**config.mk**
```make
export PLATFORM = sky130hd
export DESIGN_NAME = wildcard_byte_pattern_scan_core_flat
export DESIGN_NICKNAME = d
export VERILOG_FILES = /design/src/design/wbps_pkg.sv /design/src/design/wbps_if.sv /design/src/design/wbps_cfg_regs.sv /design/src/design/wbps_front.sv /design/src/design/wbps_fifo.sv /design/src/design/wbps_back.sv /design/src/design/wildcard_byte_pattern_scan_core.sv /design/src/flat_wrapper.sv
export SDC_FILE = /design/constraint.sdc
export NUM_CORES = 1
export LEC_CHECK = 0
export BUFFER_PORTS_ARGS = -buffer_cell sky130_fd_sc_hd__buf_4
export CORE_MARGIN = 5
export CORE_UTILIZATION = 25
export CTS_CLUSTER_SIZE = 30
export DETAILED_ROUTE_END_ITERATION = 8
export PLACE_DENSITY = 0.43
export REMOVE_ABC_BUFFERS = 1
export SLEW_MARGIN = 25
export SYNTH_ARGS = -nofsm -noshare
export SYNTH_HDL_FRONTEND = slang
export SYNTH_SLANG_ARGS = --single-unit
```
**constraint.sdc**
```tcl
create_clock -name clk_i -period 8.7 [get_ports clk_i]
set_input_delay 0.435 -clock clk_i [delete_from_list [all_inputs] [get_ports clk_i]]
set_output_delay 0.435 -clock clk_i [all_outputs]
set_load 0.01 [all_outputs]
```
**src/design/wbps_pkg.sv**
```systemverilog
// Package for the wildcard byte pattern scan core.
// Holds sizes, configuration register codes, shared structs and helpers.
// No dependencies; every other design file imports it.
package wbps_pkg;

  localparam int unsigned MaxPattern = 16;
  localparam int unsigned AddrBits   = 32;
  localparam int unsigned LenW       = 5;
  localparam int unsigned FillW      = $clog2(MaxPattern + 1);
  localparam int unsigned AgeW       = $clog2(MaxPattern);
  localparam int unsigned CfgIdxW    = 3;
  localparam int unsigned CfgDataW   = 64;
  localparam int unsigned OffsetW    = 32;

  typedef enum logic [CfgIdxW-1:0] {
    CfgPatternLow  = 3'd0,
    CfgPatternHigh = 3'd1,
    CfgWildMask    = 3'd2,
    CfgPatternLen  = 3'd3,
    CfgMatchOffset = 3'd4
  } cfg_idx_e;

  typedef struct packed {
    logic [MaxPattern-1:0][7:0] pattern;
    logic [MaxPattern-1:0]      wild;
    logic [LenW-1:0]            len;
    logic signed [OffsetW-1:0]  offset;
  } cfg_t;

  // One result waiting for the back end: found flag and position of the
  // byte that completed the match (or ended the scan).
  typedef struct packed {
    logic                found;
    logic [AddrBits-1:0] pos;
  } q_entry_t;

  // Pattern length as used by the compare: lengths above the window
  // size saturate at the window size.
  function automatic logic [FillW-1:0] eff_len(input logic [LenW-1:0] len);
    logic [FillW-1:0] res;
    if (len > LenW'(MaxPattern)) begin
      res = FillW'(MaxPattern);
    end else begin
      res = FillW'(len);
    end
    return res;
  endfunction

endpackage

```
**src/design/wbps_if.sv**
```systemverilog
// Handshake channel interfaces for the wildcard byte pattern scan core:
// input bytes, results and configuration writes.
// Depends on wbps_pkg.
interface wbps_in_if import wbps_pkg::*; ();
  logic                valid;
  logic                ready;
  logic [7:0]          data_byte;
  logic [AddrBits-1:0] byte_position;
  logic                region_start;
  logic                last_byte;

  modport source (output valid, data_byte, byte_position, region_start, last_byte,
                  input ready);
  modport sink   (input valid, data_byte, byte_position, region_start, last_byte,
                  output ready);
endinterface

interface wbps_out_if import wbps_pkg::*; ();
  logic                valid;
  logic                ready;
  logic                found;
  logic [AddrBits-1:0] match_address;

  modport source (output valid, found, match_address, input ready);
  modport sink   (input valid, found, match_address, output ready);
endinterface

interface wbps_cfg_if import wbps_pkg::*; ();
  logic                valid;
  logic                ready;
  logic [CfgIdxW-1:0]  index;
  logic [CfgDataW-1:0] data;

  modport source (output valid, index, data, input ready);
  modport sink   (input valid, index, data, output ready);
endinterface

```
**src/design/wbps_cfg_regs.sv**
```systemverilog
// Configuration register file of the wildcard byte pattern scan core.
// Depends on wbps_pkg and the configuration channel in wbps_if.
module wbps_cfg_regs import wbps_pkg::*; (
  input  logic          clk_i,
  input  logic          rst_ni,
  wbps_cfg_if.sink      cfg_i,
  output cfg_t          cfg_o
);

  cfg_t cfg_q;

  assign cfg_i.ready = 1'b1;
  assign cfg_o       = cfg_q;

  always_ff @(posedge clk_i or negedge rst_ni) begin
    if (!rst_ni) begin
      cfg_q.pattern <= '0;
      cfg_q.wild    <= '0;
      cfg_q.len     <= LenW'(1);
      cfg_q.offset  <= '0;
    end else if (cfg_i.valid) begin
      case (cfg_i.index)
        CfgPatternLow:  cfg_q.pattern[7:0]  <= cfg_i.data;
        CfgPatternHigh: cfg_q.pattern[15:8] <= cfg_i.data;
        CfgWildMask:    cfg_q.wild          <= cfg_i.data[MaxPattern-1:0];
        CfgPatternLen:  cfg_q.len           <= cfg_i.data[LenW-1:0];
        CfgMatchOffset: cfg_q.offset        <= signed'(cfg_i.data[OffsetW-1:0]);
        default: ;
      endcase
    end
  end

endmodule

```
**src/design/wbps_front.sv**
```systemverilog
// Front end of the wildcard byte pattern scan core: accepts bytes, keeps the
// shift window and scan state, and classifies each byte as match, end of
// scan without match, or no result. Depends on wbps_pkg and wbps_if.
module wbps_front import wbps_pkg::*; (
  input  logic     clk_i,
  input  logic     rst_ni,
  wbps_in_if.sink  in_i,
  input  cfg_t     cfg_i,
  input  logic     q_full_i,
  output logic     push_o,
  output q_entry_t push_entry_o
);

  logic [MaxPattern-1:0][7:0] win_q, win_d;
  logic [FillW-1:0]           fill_q, fill_d, fill_base, fill_shift;
  logic                       done_q, done_d;
  logic [FillW-1:0]           len;
  logic [AgeW-1:0]            age [MaxPattern];
  logic                       hit;
  logic                       accept;

  assign in_i.ready = !q_full_i;
  assign accept     = in_i.valid && in_i.ready;
  assign len        = eff_len(cfg_i.len);

  // Window as it stands once this byte has been shifted in.
  always_comb begin
    win_d[0] = in_i.data_byte;
    for (int i = 1; i < MaxPattern; i++) begin
      win_d[i] = win_q[i-1];
    end
    fill_base  = in_i.region_start ? '0 : fill_q;
    fill_shift = (fill_base == FillW'(MaxPattern)) ? fill_base : fill_base + 1'b1;
  end

  // Pattern byte k lines up with the window byte that is len-1-k bytes old.
  always_comb begin
    hit = (len != '0) && (fill_shift >= len);
    for (int k = 0; k < MaxPattern; k++) begin
      age[k] = AgeW'(len - FillW'(1) - FillW'(k));
      if ((FillW'(k) < len) && !cfg_i.wild[k] && (win_d[age[k]] != cfg_i.pattern[k])) begin
        hit = 1'b0;
      end
    end
  end

  always_comb begin
    fill_d = fill_q;
    done_d = done_q;
    push_o = 1'b0;
    if (accept) begin
      if (!done_q) begin
        fill_d = fill_shift;
        done_d = hit;
        push_o = hit || in_i.last_byte;
      end
      if (in_i.last_byte) begin
        fill_d = '0;
        done_d = 1'b0;
      end
    end
    push_entry_o.found = hit;
    push_entry_o.pos   = in_i.byte_position;
  end

  always_ff @(posedge clk_i) begin
    if (accept && !done_q) begin
      win_q <= win_d;
    end
  end

  always_ff @(posedge clk_i or negedge rst_ni) begin
    if (!rst_ni) begin
      fill_q <= '0;
      done_q <= 1'b0;
    end else begin
      fill_q <= fill_d;
      done_q <= done_d;
    end
  end

  // A match in the middle of a scan must silence the rest of that scan.
  a_done_after_match: assert property (@(posedge clk_i) disable iff (!rst_ni)
    (push_o && push_entry_o.found && !in_i.last_byte) |=> done_q)
    else $error("scan not marked done after a match");

  a_fill_bound: assert property (@(posedge clk_i) disable iff (!rst_ni)
    fill_q <= FillW'(MaxPattern))
    else $error("window fill count out of range");

endmodule

```
**src/design/wbps_fifo.sv**
```systemverilog
// Two-entry result queue between front and back end of the scan core.
// Depends on wbps_pkg.
module wbps_fifo import wbps_pkg::*; (
  input  logic     clk_i,
  input  logic     rst_ni,
  input  logic     push_i,
  input  q_entry_t push_entry_i,
  output logic     full_o,
  input  logic     pop_i,
  output logic     valid_o,
  output q_entry_t head_o
);

  q_entry_t   mem_q [2];
  logic       wr_ptr_q, rd_ptr_q;
  logic [1:0] cnt_q, cnt_d;

  assign full_o  = (cnt_q == 2'd2);
  assign valid_o = (cnt_q != 2'd0);
  assign head_o  = mem_q[rd_ptr_q];

  always_comb begin
    cnt_d = cnt_q;
    if (push_i && !(pop_i && valid_o)) begin
      cnt_d = cnt_q + 2'd1;
    end else if (!push_i && pop_i && valid_o) begin
      cnt_d = cnt_q - 2'd1;
    end
  end

  always_ff @(posedge clk_i) begin
    if (push_i) begin
      mem_q[wr_ptr_q] <= push_entry_i;
    end
  end

  always_ff @(posedge clk_i or negedge rst_ni) begin
    if (!rst_ni) begin
      wr_ptr_q <= 1'b0;
      rd_ptr_q <= 1'b0;
      cnt_q    <= 2'd0;
    end else begin
      cnt_q <= cnt_d;
      if (push_i) begin
        wr_ptr_q <= !wr_ptr_q;
      end
      if (pop_i && valid_o) begin
        rd_ptr_q <= !rd_ptr_q;
      end
    end
  end

  a_no_overflow: assert property (@(posedge clk_i) disable iff (!rst_ni)
    push_i |-> !full_o)
    else $error("push into a full result queue");

endmodule

```
**src/design/wbps_back.sv**
```systemverilog
// Back end of the scan core: turns queued results into the match address
// and holds them in the output register. Depends on wbps_pkg and wbps_if.
module wbps_back import wbps_pkg::*; (
  input  logic      clk_i,
  input  logic      rst_ni,
  input  cfg_t      cfg_i,
  input  logic      q_valid_i,
  input  q_entry_t  q_head_i,
  output logic      pop_o,
  wbps_out_if.source out_o
);

  logic                valid_q;
  logic                found_q;
  logic [AddrBits-1:0] addr_q, addr_d;
  logic [FillW-1:0]    len;

  assign len   = eff_len(cfg_i.len);
  assign pop_o = q_valid_i && (!valid_q || out_o.ready);

  // Start of the match is len-1 bytes before the completing byte.
  always_comb begin
    addr_d = '0;
    if (q_head_i.found) begin
      addr_d = q_head_i.pos - AddrBits'(len - FillW'(1))
             + AddrBits'(signed'(cfg_i.offset));
    end
  end

  always_ff @(posedge clk_i) begin
    if (pop_o) begin
      found_q <= q_head_i.found;
      addr_q  <= addr_d;
    end
  end

  always_ff @(posedge clk_i or negedge rst_ni) begin
    if (!rst_ni) begin
      valid_q <= 1'b0;
    end else if (pop_o) begin
      valid_q <= 1'b1;
    end else if (out_o.ready) begin
      valid_q <= 1'b0;
    end
  end

  assign out_o.valid         = valid_q;
  assign out_o.found         = found_q;
  assign out_o.match_address = addr_q;

  a_notfound_zero: assert property (@(posedge clk_i) disable iff (!rst_ni)
    (valid_q && !found_q) |-> (addr_q == '0))
    else $error("not-found result carries a non-zero address");

endmodule

```
**src/design/wildcard_byte_pattern_scan_core.sv**
```systemverilog
// Wildcard byte pattern scan core: finds the first occurrence of a pattern of
// up to 16 bytes, some of which may be wildcards, in a stream of bytes. The
// core takes one byte every clock cycle; the masked compare over the 16-byte
// shift window completes in the cycle the byte is accepted. Each result is
// written into the result queue and passes from there to the output register
// after any results already waiting ahead of it; a stalled output holds it for
// as long as the stall lasts. A two-entry queue separates the compare stage
// from the address stage, so input is only held off while that queue holds two
// results. The user must write configuration through the config channel only
// while no scan is in progress and no result is in flight; the core does not
// enforce this itself. Depends on wbps_pkg and wbps_if.
module wildcard_byte_pattern_scan_core import wbps_pkg::*; (
  input  logic        clk_i,
  input  logic        rst_ni,
  wbps_cfg_if.sink    cfg_i,
  wbps_in_if.sink     in_i,
  wbps_out_if.source  out_o
);

  cfg_t     cfg;
  logic     q_full, q_push, q_pop, q_valid;
  q_entry_t q_push_entry, q_head;

  wbps_cfg_regs u_cfg_regs (
    .clk_i  (clk_i),
    .rst_ni (rst_ni),
    .cfg_i  (cfg_i),
    .cfg_o  (cfg)
  );

  wbps_front u_front (
    .clk_i        (clk_i),
    .rst_ni       (rst_ni),
    .in_i         (in_i),
    .cfg_i        (cfg),
    .q_full_i     (q_full),
    .push_o       (q_push),
    .push_entry_o (q_push_entry)
  );

  wbps_fifo u_fifo (
    .clk_i        (clk_i),
    .rst_ni       (rst_ni),
    .push_i       (q_push),
    .push_entry_i (q_push_entry),
    .full_o       (q_full),
    .pop_i        (q_pop),
    .valid_o      (q_valid),
    .head_o       (q_head)
  );

  wbps_back u_back (
    .clk_i     (clk_i),
    .rst_ni    (rst_ni),
    .cfg_i     (cfg),
    .q_valid_i (q_valid),
    .q_head_i  (q_head),
    .pop_o     (q_pop),
    .out_o     (out_o)
  );

endmodule

```
**src/flat_wrapper.sv**
```systemverilog
// flat-port wrapper written by rule: the top's interface ports become plain ports
module wildcard_byte_pattern_scan_core_flat import wbps_pkg::*;
  (clk_i, rst_ni, cfg_i_valid, cfg_i_index, cfg_i_data, cfg_i_ready, in_i_valid, in_i_data_byte, in_i_byte_position, in_i_region_start, in_i_last_byte, in_i_ready, out_o_valid, out_o_found, out_o_match_address, out_o_ready);
  wbps_cfg_if cfg_i_i ();
  wbps_in_if in_i_i ();
  wbps_out_if out_o_i ();
  input  logic clk_i;
  input  logic rst_ni;
  input wire logic [$bits(cfg_i_i.valid)-1:0] cfg_i_valid;
  input wire logic [$bits(cfg_i_i.index)-1:0] cfg_i_index;
  input wire logic [$bits(cfg_i_i.data)-1:0] cfg_i_data;
  output wire logic [$bits(cfg_i_i.ready)-1:0] cfg_i_ready;
  input wire logic [$bits(in_i_i.valid)-1:0] in_i_valid;
  input wire logic [$bits(in_i_i.data_byte)-1:0] in_i_data_byte;
  input wire logic [$bits(in_i_i.byte_position)-1:0] in_i_byte_position;
  input wire logic [$bits(in_i_i.region_start)-1:0] in_i_region_start;
  input wire logic [$bits(in_i_i.last_byte)-1:0] in_i_last_byte;
  output wire logic [$bits(in_i_i.ready)-1:0] in_i_ready;
  output wire logic [$bits(out_o_i.valid)-1:0] out_o_valid;
  output wire logic [$bits(out_o_i.found)-1:0] out_o_found;
  output wire logic [$bits(out_o_i.match_address)-1:0] out_o_match_address;
  input wire logic [$bits(out_o_i.ready)-1:0] out_o_ready;
  assign cfg_i_i.valid = cfg_i_valid;
  assign cfg_i_i.index = cfg_i_index;
  assign cfg_i_i.data = cfg_i_data;
  assign cfg_i_ready = cfg_i_i.ready;
  assign in_i_i.valid = in_i_valid;
  assign in_i_i.data_byte = in_i_data_byte;
  assign in_i_i.byte_position = in_i_byte_position;
  assign in_i_i.region_start = in_i_region_start;
  assign in_i_i.last_byte = in_i_last_byte;
  assign in_i_ready = in_i_i.ready;
  assign out_o_valid = out_o_i.valid;
  assign out_o_found = out_o_i.found;
  assign out_o_match_address = out_o_i.match_address;
  assign out_o_i.ready = out_o_ready;
  wildcard_byte_pattern_scan_core u_core (.clk_i(clk_i), .rst_ni(rst_ni), .cfg_i(cfg_i_i), .in_i(in_i_i), .out_o(out_o_i));
endmodule
```
# --- Word level (Yosys, flattened, before mapping) ---
# Memory sizes are Yosys's and may differ from the RTL's.
# Index checks and enable logic that the tools add are counted.
word_totals:
  n_memories: 1
  ram_bits: 66
  ff_bits: 345
  wordCells: 261
classes:
  n_eq_ne: 23
  n_addsub: 22
  magnitude_cmp: 34
  n_mux: 63
  n_reduce_logical: 76
memory_table:
  columns: ["name", "words", "width", "rd", "rd_clocked_by_memory_dff", "wr", "line", "text"]
  rows:
  - ["u_core.u_fifo.mem_q", 2, 33, 1, 0, 1, "wbps_fifo.sv:14", "q_entry_t mem_q [2];"]
ops:
  columns: ["operator", "n"]
  rows:
  - ["$bmux W8 S4", 16]
  - ["$mux W8", 16]
  - ["$ne A8 B8 Y1", 16]
  - ["$lt A4 B5 Y1 const B", 16]
  - ["$logic_and A1 B1 Y1", 40]
  - ["$lt A4 B5 Y1 const A", 8]
  - ["$add A32 B32 Y32", 1]
  - ["$sub A32 B32 Y32", 1]
  - ["$sub A4 B4 Y4 const B", 8]
  - ["$mux W5", 5]
  - ["$mux W1", 24]
  - ["$logic_not A1 Y1", 23]
  - ["$lt A3 B5 Y1 const A", 4]
  - ["$sub A4 B3 Y4 const B", 4]
  - ["$reduce_and A2 Y1", 6]
  - ["$lt A1 B5 Y1 const A", 2]
  - ["$lt A2 B5 Y1 const A", 2]
  - ["$sub A4 B1 Y4 const B", 2]
  - ["$sub A4 B2 Y4 const B", 2]
  - ["$eq A3 B2 Y1 const B", 2]
  - ["$reduce_bool A2 Y1", 3]
  - ["$sub A5 B1 Y6 const B", 1]
  - ["$add A5 B1 Y5 const B", 1]
  - ["$eq A5 B5 Y1 const B", 1]
  - ["12 further kinds", 14]

# --- Logic depth before layout (Yosys ltp) ---
depth:
  ltp_word: 31
  mapped_depth: 28
  mapped_depth_nobuf: 21

# --- Cells and area by module ---
# A second synthesis with hierarchy kept.
hier_totals:
  hier_cells: 2351
  hier_area_um2: 27906.8
modules_own_cells:
  columns: ["mod", "area_per_inst_um2", "cells_each", "n_inst", "seq_area_each_um2"]
  rows:
  - ["wbps_front", 13987.2, 1414, 1, 3753.6]
  - ["wbps_cfg_regs", 7392.1, 389, 1, 4530.6]
  - ["wbps_back", 3791.1, 425, 1, 1016.0]
  - ["wbps_fifo", 2736.4, 123, 1, 2082.0]

# --- Least setup slack after synthesis ---
# No wires, ideal clock.
synth_timing:
  kind: "flip-flop to flip-flop"
  startpoint: "register u_core.u_fifo.cnt_q[0]"
  endpoint: "memory u_core.u_fifo.mem_q[0][0] (netlist name) (enable)"
  arrival_time_ns: 8.190
  path_slack_ns: 0.087
  required_time_ns: 8.277
  path_stages_with_launch: 7
  setup_time_ns: 0.423
  path_cell_list: "dfrtp_1 -> nand2b_1 -> nand2_1 -> nor2_1 -> nand3_1 -> o31a_1 -> nor2_1"
synth_via:
  elab_chain_cells: 6
synth_rtl:
  columns: ["item", "line", "text"]
  rows:
  - ["start: declaration", "wbps_fifo.sv:16", "logic [1:0] cnt_q, cnt_d;"]
  - ["start signal: assignment", "wbps_fifo.sv:43", "cnt_q <= cnt_d;"]
  - ["$eq A2 B2 Y1", "wbps_fifo.sv:18", "assign full_o = (cnt_q == 2'd2);"]
  - ["$logic_not A1 Y1", "wbps_front.sv:22", "assign in_i.ready = !q_full_i;"]
  - ["via in_i_ready", "flat_wrapper.sv:18", "output wire logic [$bits(in_i_i.ready)-1:0] in_i_ready;"]
  - ["$logic_and A1 B1 Y1", "wbps_front.sv:23", "assign accept = in_i.valid && in_i.ready;"]
  - ["$mux W1", "wbps_front.sv:51", "if (accept) begin"]
  - ["$mux W1", "wbps_fifo.sv:32", "if (push_i) begin"]
  - ["$mux W1 (not written as such)", "wbps_fifo.sv:33", "mem_q[wr_ptr_q] <= push_entry_i;"]
  - ["end: declaration", "wbps_fifo.sv:14", null]
# The timed path passes the listed nets, and every way through them passes these cells.

# --- Worst setup path in the final report ---
layout_timing:
  startpoint: "register u_core.u_cfg_regs.cfg_q, in the netlist u_core.u_cfg_regs.cfg_o[36]"
  endpoint: "memory u_core.u_fifo.mem_q[0][28] (netlist name) (enable)"
layout_via:
  elab_chain_cells: 28
  elab_cells_between_ends: 138
  cone_classes: "add/sub: 16; order compare: 18; eq/ne: 16; mux: 53; reduce/logical: 35"
layout_rtl:
  columns: ["item", "line", "text"]
  rows:
  - ["start: declaration", "wbps_cfg_regs.sv:10", "cfg_t cfg_q;"]
  - ["$gt A5 B5 Y1", "wbps_pkg.sv:41", "if (len > LenW'(MaxPattern)) begin"]
  - ["$mux W5 (*)", "wbps_pkg.sv:41", null]
  - ["$sub A4 B1 Y4", "wbps_front.sv:40", "age[k] = AgeW'(len - FillW'(1) - FillW'(k));"]
  - ["$sub A4 B1 Y4 / $bmux W8 S4 (equally long branches)", "wbps_front.sv:40, wbps_front.sv:41", null]
  - ["$bmux W8 S4 / $mux W8 (equally long branches)", "wbps_front.sv:41", "if ((FillW'(k) < len) && !cfg_i.wild[k] && (win_d[age[k]] != cfg_i.pattern[k])) begin"]
  - ["$mux W8 (not written as such) / $ne A8 B8 Y1 (equally long branches)", "wbps_front.sv:41", null]
  - ["$ne A8 B8 Y1 / $logic_and A1 B1 Y1 (equally long branches)", "wbps_front.sv:41", null]
  - ["$logic_and A1 B1 Y1 / $mux W1 (equally long branches)", "wbps_front.sv:41", null]
  - ["$mux W1 (14 in series)", "wbps_front.sv:41", null]
  - ["$mux W1 (*)", "wbps_front.sv:41", null]
  - ["$logic_or A1 B1 Y1 (*)", "wbps_front.sv:55", "push_o = hit || in_i.last_byte;"]
  - ["$mux W1 (*)", "wbps_front.sv:52", "if (!done_q) begin"]
  - ["$mux W1 (*)", "wbps_front.sv:51", null]
  - ["$mux W1 (*)", "wbps_fifo.sv:32", null]
  - ["$mux W1 (not written as such) (*)", "wbps_fifo.sv:33", null]
# Mark *: on every way between the ends. The rest lies on a longest branch, timed or not. The select of a mux whose other input is x is not followed.

==> flow_metrics.env <==
export IMPL_outcome="complete, no violations"
export IMPL_clockBufferDepth=3
export IMPL_crit_required_ns=8.93
export IMPL_worst_pin_slew_ns=1.04
export IMPL_async_flop_share=0.467
export IMPL_route_detailed_drc=0
export IMPL_cellPowerDensity_mw_per_mm2=392
export IMPL_rsz0062_at_grt="false"
export IMPL_synth_edff_count=219
export IMPL_drive_above_1_share=0.294
export IMPL_yosys_area_top_type="edfxtp_1"
export IMPL_fin_skew_ns=0.0205
export IMPL_clock_sinks=411
export IMPL_max_freq_mhz=134
export IMPL_syn_inst=1982
export IMPL_routed_via_count=17680
export IMPL_slew_viol_final=0
export IMPL_die_area_mm2=0.109
export IMPL_ant_nets=0
export IMPL_drtIter0Drc=1188
export IMPL_dp_hpwl_mm=67.0
export IMPL_globalplace_congestion=0.911
export IMPL_synth_seq_cells=411
export IMPL_synth_area_mm2=0.0257
export IMPL_final_nets=2326
export IMPL_cp_end_kind="register"
export IMPL_startpoint_type="register"
export IMPL_fin_cells=3541
export IMPL_total_power_w=0.0119
export IMPL_cts_resized_gates=0
export IMPL_avgSynthCellArea_um2=13.0
export IMPL_cts_root_buf="clkbuf_16"
export IMPL_power_share_sequential=0.259
export IMPL_synth_top_flop_cell="edfxtp_1"
export IMPL_hold_slack_ns=0.0396
export IMPL_grt_pass1_wl_mm=129
export IMPL_yosys_top_cells_area="edfxtp_1 (26%), dfrtp_1 (19%), mux2_2 (9.8%)"
export IMPL_dieHeight_um=331
export IMPL_max_cap_violations=0
export IMPL_period_share=0.858
export IMPL_peakVddDrop_v=0.000157
export IMPL_fp_dieW_um=331
export IMPL_htree_levels=2
export IMPL_synth_top_cells_by_count="mux2i_1 (242), mux2_2 (224), edfxtp_1 (219)"
export IMPL_port_buffers=148
export IMPL_setup_violations=0
export IMPL_p_sw_w=0.00505
export IMPL_placed_cells=3422
export IMPL_antenna_cells=0
export IMPL_p_int_w=0.00688
export IMPL_antenna_found_initial=5
export IMPL_p_leak_nw=11.6
export IMPL_hp_class="input pin to register"
export IMPL_rows=117
export IMPL_io_pins=150
export IMPL_setup_tns_ns=0
export IMPL_pwr_share_comb=0.562
export IMPL_vias_per_cell=4.99
export IMPL_yosys_warnings=0
export IMPL_synth_most_common_cell="mux2i_1"
export IMPL_cts_tree="done"
export IMPL_critPathKind="register to register"
export IMPL_finalCriticalPeriod_ns=7.46
export IMPL_start_util=0.252
export IMPL_grt_usage=0.160
export IMPL_routed_wl_mm=88.6
export IMPL_synth_top_cell_area_share=0.256
export IMPL_placedInstanceArea_mm2=0.0285
export IMPL_finish_instance_area_mm2=0.0304
export IMPL_cts_clk_slew_worst_paths_ns=0.06
export IMPL_seq_area_frac_synth=0.443
export IMPL_hold_viol=0
export IMPL_slew_headroom=0.304
export IMPL_cts_buffers=51
export IMPL_arrival_ns=7.70
export IMPL_crit_path_max_fanout=33
export IMPL_synth_distinct_cells=70
export IMPL_overflow=0
export IMPL_coreArea_mm2=0.102
export IMPL_clkPwrFrac=0.180
export IMPL_first_global_vias=18263
export IMPL_syn_to_final_growth_pct=18.3
export IMPL_cts_setup_buffers=0
export IMPL_grt_max_degree=75
export IMPL_drt_pass1_iterations=5
export IMPL_wl_per_cell_um=25.0
export IMPL_worst_skew_pair_late_latency_ns=0.61
export IMPL_sw_frac_of_total=0.423
[state kept, by name, indices dropped and copies added (netlist names)]
signal / count
u_core.u_front.win_d: 120
u_core.u_front.fill_q: 5
u_core.u_front.done_q: 1
u_core.u_back.out_o.match_address: 32
u_core.u_fifo.rd_ptr_q: 1
u_core.u_fifo.cnt_q: 2
u_core.u_back.out_o.found: 1
u_core.u_cfg_regs.cfg_o: 181
u_core.u_fifo.wr_ptr_q: 1
u_core.u_back.out_o.valid: 1
u_core.u_fifo.mem_q: 66
[final timing paths]
path                            slack, ns  cells after the start                                    start                                        to
worst max register to register       1.24                     15  u_core.u_cfg_regs.cfg_o[36]$_DFFE_PN0P_      u_core.u_fifo.mem_q[0][28]$_DFFE_PP_
max in group asynchronous            6.95                      3                                   rst_ni  u_core.u_cfg_regs.cfg_o[153]$_DFFE_PN0P_
worst min-delay path                 0.04                      1                   in_i_byte_position[10]      u_core.u_fifo.mem_q[0][10]$_DFFE_PP_
worst max-delay path                 1.24                     15  u_core.u_cfg_regs.cfg_o[36]$_DFFE_PN0P_      u_core.u_fifo.mem_q[0][28]$_DFFE_PP_
worst min register to register       0.52                      0       u_core.u_front.win_d[90]$_DFFE_PP_        u_core.u_front.win_d[98]$_DFFE_PP_
min in group asynchronous            0.38                      2                                   rst_ni   u_core.u_cfg_regs.cfg_o[77]$_DFFE_PN0P_
[routing by layer]
| layer | vias up | global-route usage | part of all wire |
|---|---|---|---|
| met1 | 9130 | 0.224 | 0.45 |
| met3 | 117 | 0.0250 | 0.057 |
| met5 | - | 0 | 0 |
| met4 | 0 | 0.0441 | 0.029 |
| li1 | 7876 | - | - |
| met2 | 557 | 0.259 | 0.46 |
[timing repair]
action,in CTS,in global routing
endpoints found under the hold margin,92,0
endpoints found under the setup margin,0,0
hold buffers,22,0
[area by class of cell]
cell class                      count  area [um2]
Clock buffer                       70        1430
Tap cell                         1368        1710
Inverter                           42         159
Multi-Input combinational cell   1411       13800
Timing Repair Buffer              213        1690
Fill cell                       10349       71500
Clock inverter                     26         255
Sequential cell                   411       11400
[per-stage QoR]
step	utilization	worst slack [ns]
after global placement	0.279	1.26
final	0.298	1.24
after detailed placement	0.279	1.22
after floorplan	-	-4.17
after global routing	0.298	1.04
after CTS	0.298	1.19
[cells by family after synthesis]
kind of cell    synth area share
mux                        0.290
simple gates              0.0559
other cells             0.000146
fa+ha+maj                 0.0487
compound gates            0.0766
buf+inv                   0.0258
flops                      0.443
xor+xnor                  0.0599
[placed cells by master, fill, tap and decap left out, drive strengths merged, types with 5 or more instances in the layout]
cell type	netlist	final
nand3	20	20
a21o	26	26
mux4	111	111
a22oi	34	34
a211oi	8	8
clkinv	0	18
ha	52	52
inv	42	43
dlygate4sd3	0	22
xor2	79	79
o22ai	21	21
a31oi	12	12
o221ai	16	16
dfrtp	191	191
nor3b	22	22
xnor2	92	92
and3	6	6
edfxtp	219	219
or2	5	5
o211ai	12	12
o2111ai	10	10
a21oi	50	50
nor3	19	19
o32ai	12	12
and2	9	9
o21ai	44	44
mux2i	242	242
mux2	224	224
nor2b	7	7
nand2	69	69
fa	30	30
nand4	11	11
nand2b	20	20
nor4	9	9
buf	56	190
nor2	90	90
clkbuf	62	71
o21bai	8	8
[power by group through the flow]
stage | Combinational (W) | Clock [W] | Sequential (W)
3_3_place_gp | 0.00664 | 0 | 0.00312
6_report | 0.00670 | 0.00214 | 0.00308
2_1_floorplan | 0.00473 | 0 | 0.00300
4_1_cts | 0.00672 | 0.00222 | 0.00309
3_5_place_dp | 0.00669 | 0 | 0.00312
5_1_grt | 0.00727 | 0.00230 | 0.00313
[worst max-delay path, cell delays in order (launching register included)]
cell      delay (ns)
dfrtp_1         0.60
nand2b_2        0.71
clkinv_2        0.15
buf_4           0.28
nand2b_1        0.62
o221ai_1        0.31
o32ai_1         0.41
xor2_1          0.23
nor4_1          0.74
nand4_1         0.49
a311oi_1        0.60
o311ai_0        0.30
or4_1           0.55
o31a_1          0.47
nor2_4          0.12
buf_4           0.42
(Power assumes the default switching activity.)
